--- config.mk ---
export PLATFORM = sky130hd
export DESIGN_NAME = crk_cell
export DESIGN_NICKNAME = d
export VERILOG_FILES = /design/src/hdl/crk_pkg.sv /design/src/hdl/crk_cell.sv
export SDC_FILE = /design/constraint.sdc
export NUM_CORES = 1
export LEC_CHECK = 0
export ABC_AREA = 1
export BUFFER_PORTS_ARGS = -buffer_cell sky130_fd_sc_hd__buf_4
export CAP_MARGIN = 10
export CORE_AREA = 2 2 316 318
export CTS_BUF_LIST = sky130_fd_sc_hd__clkbuf_4 sky130_fd_sc_hd__clkbuf_8 sky130_fd_sc_hd__clkbuf_16
export DETAILED_ROUTE_END_ITERATION = 8
export DIE_AREA = 0 0 318 320
export MAX_ROUTING_LAYER = met4
export PLACE_DENSITY_LB_ADDON = 0.12
export SYNTH_ARGS = -nofsm -noshare
export SYNTH_HDL_FRONTEND = slang
export SYNTH_SLANG_ARGS = --single-unit
--- constraint.sdc ---
create_clock -name clk_i -period 13.6 [get_ports clk_i]
set_input_delay 1.36 -clock clk_i [delete_from_list [all_inputs] [get_ports clk_i]]
set_output_delay 1.36 -clock clk_i [all_outputs]
set_load 0.005 [all_outputs]
--- src/hdl/crk_pkg.sv ---
`default_nettype none

package crk_pkg;

  localparam int MaxKeys = 64;
  localparam int IdxW    = $clog2(MaxKeys);
  localparam int CntW    = $clog2(MaxKeys + 1);
  localparam int TimeW   = 32;
  localparam int FieldW  = 32;
  localparam int ValW    = 32;

  typedef enum logic [1:0] {
    KIND_INSERT = 2'd0,
    KIND_READ   = 2'd1,
    KIND_CLEAR  = 2'd2
  } kind_e;

  typedef enum logic [1:0] {
    ST_OK    = 2'd0,
    ST_FULL  = 2'd1,
    ST_RANGE = 2'd2
  } status_e;

  typedef struct packed {
    kind_e                     kind;
    logic signed [TimeW-1:0]   key_time;
    logic signed [FieldW-1:0]  value_x;
    logic signed [FieldW-1:0]  value_y;
    logic signed [FieldW-1:0]  value_z;
    logic        [IdxW-1:0]    read_index;
  } in_word_t;

  typedef struct packed {
    status_e                   status;
    logic        [IdxW-1:0]    position;
    logic signed [TimeW-1:0]   out_time;
    logic signed [FieldW-1:0]  out_x;
    logic signed [FieldW-1:0]  out_y;
    logic signed [FieldW-1:0]  out_z;
    logic signed [FieldW-1:0]  tangent_out_x;
    logic signed [FieldW-1:0]  tangent_out_y;
    logic signed [FieldW-1:0]  tangent_out_z;
    logic        [CntW-1:0]    key_count;
  } out_word_t;

  // what every cell shows its neighbors and the read bus
  typedef struct packed {
    logic                    valid;
    logic                    go;
    logic signed [TimeW-1:0] key_time;
    logic signed [ValW-1:0]  x;
    logic signed [ValW-1:0]  y;
    logic signed [ValW-1:0]  z;
    logic signed [ValW-1:0]  tx;
    logic signed [ValW-1:0]  ty;
    logic signed [ValW-1:0]  tz;
  } cell_t;

  // broadcast to all cells
  typedef struct packed {
    logic                    insert;
    logic                    clear;
    logic signed [TimeW-1:0] key_time;
    logic signed [ValW-1:0]  x;
    logic signed [ValW-1:0]  y;
    logic signed [ValW-1:0]  z;
  } ctrl_t;

  // floor of half the difference, formed one bit wider so it never wraps
  function automatic logic signed [ValW-1:0] half_diff(
    input logic signed [ValW-1:0] a,
    input logic signed [ValW-1:0] b
  );
    logic [ValW:0] d;
    d = {a[ValW-1], a} - {b[ValW-1], b};
    return d[ValW:1];
  endfunction

endpackage

`default_nettype wire

--- src/hdl/crk_cell.sv ---
`default_nettype none

module crk_cell import crk_pkg::*; (
  input  logic  clk_i,
  input  logic  rst_ni,
  input  ctrl_t ctrl_i,
  input  cell_t prev_i,
  input  cell_t next_i,
  output cell_t cell_o
);

  logic                    valid_q, valid_d;
  logic signed [TimeW-1:0] time_q, time_d;
  logic signed [ValW-1:0]  x_q, x_d, y_q, y_d, z_q, z_d;
  logic signed [ValW-1:0]  tx_q, tx_d, ty_q, ty_d, tz_q, tz_d;
  logic signed [ValW-1:0]  nx, ny, nz, px, py, pz;
  logic                    go;

  // key stays put when its time is not after the new one
  assign go = valid_q && (time_q <= ctrl_i.key_time);

  always_comb begin
    valid_d = valid_q;
    time_d  = time_q;
    x_d     = x_q;
    y_d     = y_q;
    z_d     = z_q;
    if (ctrl_i.clear) begin
      valid_d = 1'b0;
    end else if (ctrl_i.insert && !go) begin
      if (prev_i.go) begin
        valid_d = 1'b1;
        time_d  = ctrl_i.key_time;
        x_d     = ctrl_i.x;
        y_d     = ctrl_i.y;
        z_d     = ctrl_i.z;
      end else begin
        valid_d = prev_i.valid;
        time_d  = prev_i.key_time;
        x_d     = prev_i.x;
        y_d     = prev_i.y;
        z_d     = prev_i.z;
      end
    end
  end

  // neighbors clamp to the cell itself at the ends
  always_comb begin
    nx   = next_i.valid ? next_i.x : x_q;
    ny   = next_i.valid ? next_i.y : y_q;
    nz   = next_i.valid ? next_i.z : z_q;
    px   = prev_i.valid ? prev_i.x : x_q;
    py   = prev_i.valid ? prev_i.y : y_q;
    pz   = prev_i.valid ? prev_i.z : z_q;
    tx_d = half_diff(nx, px);
    ty_d = half_diff(ny, py);
    tz_d = half_diff(nz, pz);
  end

  always_ff @(posedge clk_i or negedge rst_ni) begin
    if (!rst_ni) begin
      valid_q <= 1'b0;
    end else begin
      valid_q <= valid_d;
    end
  end

  always_ff @(posedge clk_i) begin
    time_q <= time_d;
    x_q    <= x_d;
    y_q    <= y_d;
    z_q    <= z_d;
    tx_q   <= tx_d;
    ty_q   <= ty_d;
    tz_q   <= tz_d;
  end

  assign cell_o.valid    = valid_q;
  assign cell_o.go       = go;
  assign cell_o.key_time = time_q;
  assign cell_o.x        = x_q;
  assign cell_o.y        = y_q;
  assign cell_o.z        = z_q;
  assign cell_o.tx       = tx_q;
  assign cell_o.ty       = ty_q;
  assign cell_o.tz       = tz_q;

endmodule

`default_nettype wire

==> impl_metrics.py, run 1 <==
metrics = {
    "yosys": {
        "synth_top_family_by_area": "simple AND/OR/NAND/NOR gates",
        "async_flop_share": 0.00444,
        "synthAdderAreaFrac": 0.100,
        "ys.flop_type": "edfxtp_1",
        "synth_xor_area_frac": 0.0455,
        "synth.area.top_cells": "edfxtp_1 24%, nand2_1 17%, dfxtp_1 12%",
        "syn_nets": 2937,
        "yosysWarnings": 0,
        "synth_area_leader_cell": "edfxtp_1",
        "synth-compound-area-share": 0.157,
        "yosys-top-cells-count": "737 x nand2_1, 265 x inv_1, 258 x o21ai_0",
        "synth_top_area_share": 0.238,
        "avgSynthCellArea_um2": 7.26,
        "ys_types": 39,
        "synth_edf_count": 128,
        "synth_mux_area_frac": 0,
        "yosysMostFrequentCell": "nand2_1",
        "yosys.area_share.simple": 0.258,
        "syn_area_mm2": 0.0162,
        "ys_ff_latch": 225,
        "synth.yosys.seq_area_share": 0.358,
        "synthCells": 2225,
    },
    "setup_path": {
        "timing.rr.start": "time_q[31]",
        "cp_max_fo": 4,
        "r2r_end": "z_q[17]",
        "critPathKind": "in2out",
        "arrival_ps": 3230,
        "reg2reg_slack_ps": 9810,
        "cp-start-kind": "primary input",
        "required_ps": 12240,
        "setup.worst_path.end_class": "output port",
        "r2r_cells": 12,
    },
    "clock_tree": {
        "clock_path_buffers": 3,
        "cts_hold_buf": 0,
        "path_clk_slew_ps": 60,
        "clock_sinks": 225,
        "numCtsBuffers": 35,
        "clk_latency_ps": 570,
        "cts_tree": "yes",
        "cts_setup_buffers": 0,
        "cts_resized": 0,
        "root_buffer": "clkbuf_16",
        "htreeDepth": 2,
    },
    "sta": {
        "rsz0062_at_grt": "no",
        "setup_viol": 0,
        "worst_pin_slew_ps": 1060,
        "fin_skew_ps": 11.3,
        "setup_ws_ps": 9010,
        "final.min_clock_period_ps": 4590,
        "fin_setup_tns_ps": 0,
        "period_share": 0.337,
        "relSlewSlack": 0.292,
        "max_freq_mhz": 218,
        "finalHoldViolations": 0,
        "slew_violations": 0,
    },
    "floorplanning": {
        "ios": 810,
        "die_width_um": 318,
        "fp.coreArea_mm2": 0.0980,
        "initial_utilization": 0.165,
        "die_y_um": 320,
        "num_rows": 115,
        "die-area_mm2": 0.102,
    },
    "route": {
        "wl_per_cell_um": 18.8,
        "wirelength_um": 77000,
        "via_count": 16700,
        "first_pass_iters": 5,
        "first_iter_violations": 846,
        "drtAntennaViolNets": 0,
        "drc": 0,
        "vias_per_cell": 4.06,
    },
    "run": {
        "drv_cap": 0,
    },
    "global_routing": {
        "grt_busiest_layer": "met2",
        "globalRoute.totalOverflow": 0,
        "grt_pass1_wl_um": 114000,
        "use_met3": 0.0432,
        "use_met2": 0.247,
        "antenna_found_initial": 10,
        "gr-usage-all-layers": 0.153,
        "first_global_vias": 17600,
        "grt_start_max_net_pins": 107,
        "grt_use_met1": 0.188,
    },
    "place": {
        "post-place-ws_ps": 8440,
        "place_inst": 4032,
        "io_buffer_count": 584,
        "routabilityCongestion": 0.853,
        "hpwl_um": 62900,
    },
    "power": {
        "power.leakage_nw": 11.4,
        "max-vdd-ir-drop_mv": 0.0684,
        "p_per_area_mw_per_mm2": 118,
    },
    "finish": {
        "synthToLayoutAreaGrowth_pct": 43.3,
        "final_cells": 4105,
        "final-seq-area_mm2": 0.00579,
        "multi_input_comb_area_mm2": 0.00909,
        "final_util": 0.236,
        "n_fill_cell": 11000,
        "fin_nets": 3494,
        "drive_above_1_share": 0.265,
    },
    "hold_path": {
        "hold_class": "in2async",
    },
    "outcome": {
        "status": "finished clean",
    },
}
-- cells by family after synthesis --
| family | after synthesis |
|---|---|
| AO/OA/AOI/OAI | 455 |
| adder cells (fa/ha/maj) | 128 |
| AND/OR/NAND/NOR | 996 |
| XOR/XNOR | 84 |
| flip-flops | 225 |
| buffers and inverters | 337 |
-- layer usage --
| layer | vias up | share of wire |
|---|---|---|
| met5 | - | 0 |
| met4 | 0 | 0.016 |
| li1 | 8377 | - |
| met1 | 7752 | 0.45 |
| met2 | 464 | 0.47 |
| met3 | 62 | 0.068 |
-- layout by cell type (no fill, tap or decap), types with 4 or more instances in the layout --
cell	Yosys	final
dfxtp_1	96	96
nor2_1	129	128
nand4_1	15	15
nor3_1	12	12
nor4_4	6	6
buf_4	2	590
o21ai_2	12	12
ha_1	125	125
xor2_1	60	60
a21boi_2	6	6
nand2_1	737	737
diode_2	0	10
xnor2_1	24	24
clkinv_2	0	8
edfxtp_1	128	128
a31oi_1	12	12
a21oi_2	6	6
o21ai_0	258	258
nand2_4	9	9
clkbuf_16	0	40
o211ai_1	6	6
nand3_1	41	41
nand3_2	9	9
o21a_1	5	5
a21oi_1	107	107
inv_1	265	263
a21o_1	22	22
clkbuf_4	0	5
o21ai_1	6	6
nand2_2	30	30
clkbuf_8	0	5
or2_2	4	4
-- registers in the layout, indices dropped and copies added, names as in the netlist --
register,count
time_q,32
tx_q,32
ty_q,32
tz_q,32
valid_q,1
x_q,32
y_q,32
z_q,32
-- layout make-up --
cell class,count,area share
Antenna cell,10,0.00108
Sequential cell,225,0.250
Timing Repair Buffer,592,0.192
Clock buffer,50,0.0478
Inverter,265,0.0431
Clock inverter,13,0.00389
Multi-Input combinational cell,1663,0.392
Tap cell,1287,0.0695
-- metrics by stage --
stage	instance area, µm²	power [mW]	hold WS (ps)
after detailed placement	21900	1.82	623
after floorplan	16200	1.34	564
after global routing	23200	2.92	523
after CTS	23100	2.82	511
after global placement	21900	1.82	630
final	23200	2.74	571
-- report_power, final --
group / leakage (nW) / total [mW] / internal (mW) / switching (mW)
registers: 2.03 / 0.894 / 0.846 / 0.0482
logic: 8.76 / 0.884 / 0.387 / 0.497
clock network: 0.606 / 0.963 / 0.585 / 0.378
total: 11.4 / 2.74 / 1.82 / 0.923
-- critical path, cell delays in order --
cell and delay, ps:
buf_4 80, inv_1 40, ha_1 320, nand2_1 80
nor2_1 140, nand4_1 160, nor3b_2 290, nand2_1 120
nand3_1 90, nand3_1 190, nand2_1 170, inv_1 50
buf_4 130
-- worst max-delay path by stage --
| stage | from | slack [ps] | endpoint |
|---|---|---|---|
| 2_1_floorplan | ctrl_i[127] | 5080 | time_q[0] |
| 3_3_place_gp | prev_i[225] | 8430 | tz_q[31] |
| 3_5_place_dp | prev_i[225] | 8440 | tz_q[31] |
| 4_1_cts | ctrl_i[127] | 9010 | cell_o[224] |
| 5_1_grt | prev_i[225] | 8720 | tz_q[19] |
| 6_report | ctrl_i[127] | 9010 | cell_o[224] |
No activity file was read; power rests on OpenSTA's default activity.
==> inputs of run 2 (changes only) <==
- clock period: 13.6 -> 3.8 ns (I/O delays scaled with it)
==> impl_metrics.py, run 2 (synthesis results as in run 1) <==
metrics = {
    "setup_path": {
        "crit_slowest_cell": "edfxtp_1",
        "setup.worst_path.end_class": "output port",
        "cp-start-kind": "flop",
        "timing.critical_path.mode_cell": "nand2_1",
        "worstPathCellList": "ha_1 -> a21oi_1 -> nand3_1 -> nand2_1 -> nand2_1 -> a21oi_1 -> nand2_1 -> nand2_1 -> nand3_1 -> nand2_1 -> inv_1 -> buf_4",
        "cpPeakStageDelay_ps": 410,
        "cp_max_fo": 4,
        "arrival_ps": 2630,
        "required_ps": 3420,
        "critPathKind": "reg2out",
    },
    "power": {
        "p_per_area_mw_per_mm2": 427,
        "power.total_mw": 10.0,
        "max-vdd-ir-drop_mv": 0.245,
        "power.leakage_nw": 11.5,
    },
    "floorplanning": {
        "ios": 810,
        "die-area_mm2": 0.102,
        "initial_utilization": 0.165,
        "num_rows": 115,
        "die_width_um": 318,
        "fp.coreArea_mm2": 0.0980,
        "die_y_um": 320,
    },
    "route": {
        "vias_per_cell": 4.04,
        "drc": 0,
        "wirelength_um": 77900,
        "drtAntennaViolNets": 0,
        "via_count": 16700,
        "first_iter_violations": 803,
        "first_pass_iters": 5,
        "wl_per_cell_um": 18.9,
    },
    "global_routing": {
        "antenna_found_initial": 21,
        "globalRoute.totalOverflow": 0,
        "first_global_vias": 17800,
        "gr-usage-all-layers": 0.153,
        "grt_pass1_wl_um": 114000,
        "grt_start_max_net_pins": 192,
    },
    "clock_tree": {
        "clk_latency_ps": 570,
        "root_buffer": "clkbuf_16",
        "htreeDepth": 2,
        "clock_sinks": 225,
        "cts_setup_buffers": 0,
        "cts_resized": 0,
        "clock_path_buffers": 3,
        "numCtsBuffers": 35,
        "cts_hold_buf": 1,
        "path_clk_slew_ps": 60,
        "cts_tree": "yes",
    },
    "finish": {
        "fin_nets": 3503,
        "layout_commonest_cell": "nand2_1",
        "final_util": 0.239,
        "synthToLayoutAreaGrowth_pct": 45.0,
        "drive_above_1_share": 0.269,
        "final_cell_mix": "735 x nand2_1, 592 x buf_4, 263 x inv_1",
    },
    "sta": {
        "max_freq_mhz": 333,
        "worst_pin_slew_ps": 1030,
        "period_share": 0.791,
        "rsz0062_at_grt": "no",
        "final.min_clock_period_ps": 3010,
        "fin_skew_ps": 20.5,
        "setup_viol": 0,
        "slew_violations": 0,
        "relSlewSlack": 0.313,
        "hold_slack_ps": 87.6,
        "finalHoldViolations": 0,
    },
    "outcome": {
        "status": "finished clean",
    },
    "place": {
        "routabilityCongestion": 0.854,
        "io_buffer_count": 584,
        "hpwl_um": 64100,
    },
    "hold_path": {
        "hold_class": "in2reg",
    },
    "run": {
        "drv_cap": 0,
    },
}
==> run 2: cell count changes in the layout (fill, tap and decap cells not counted), sizes merged <==
cell         delta
buf             +8
clkbuf          +5
clkinv          -6
diode          +11
dlygate4sd3     +1
==> run 2: final cells by class <==
type / count / area (µm²)
Clock inverter: 7 / 63.8
Tap cell: 1287 / 1610
Inverter: 265 / 997
Sequential cell: 225 / 5790
Multi-Input combinational cell: 1663 / 9110
Fill cell: 11000 / 74600
Clock buffer: 55 / 1220
Antenna cell: 21 / 52.6
Timing Repair Buffer: 601 / 4600
==> run 2: worst paths after layout <==
path | from | endpoint | slack [ps] | depth (start not counted)
setup / recovery | time_q[19] | cell_o[224] | 790 | 12
hold / removal | ctrl_i[60] | y_q[28] | 90 | 3
setup reg to reg | time_q[19] | y_q[30] | 840 | 13
hold reg to reg | valid_q | valid_q | 620 | 4
max in group asynchronous | rst_ni | valid_q | 3500 | 2
min in group asynchronous | rst_ni | valid_q | 220 | 2
==> run 2: stage by stage <==
| stage | cells | instance area, µm² | setup WS, ps | TNS [ps] |
|---|---|---|---|---|
| 2_1_floorplan | 2225 | 16200 | -119 | -15220 |
| 3_3_place_gp | 4040 | 22100 | 453 | 0 |
| 3_5_place_dp | 4040 | 22100 | 453 | 0 |
| 4_1_cts | 4103 | 23400 | 709 | 0 |
| 5_1_grt | 4124 | 23400 | 561 | 0 |
| 6_report | 4124 | 23400 | 794 | 0 |
==> run 2: critical path, delay by kind of cell, from the launching register on <==
family	cells	cell delay, ps
flops	1	410
fa+ha+maj	1	350
buf+inv	2	220
simple gates	7	730
compound gates	2	380
==> run 2: per-layer routing <==
| layer | vias up | routed length, µm | GRT usage |
|---|---|---|---|
| met5 | - | 0 | - |
| met4 | 0 | 1560 | 0.0447 |
| met3 | 66 | 5890 | 0.0465 |
| met2 | 476 | 35900 | 0.243 |
| met1 | 7718 | 34600 | 0.186 |
| li1 | 8418 | - | - |
==> run 2: where the power goes <==
group          switching, mW  internal [mW]
clock network           1.35           2.27
registers              0.174           3.03
logic                   1.79           1.40
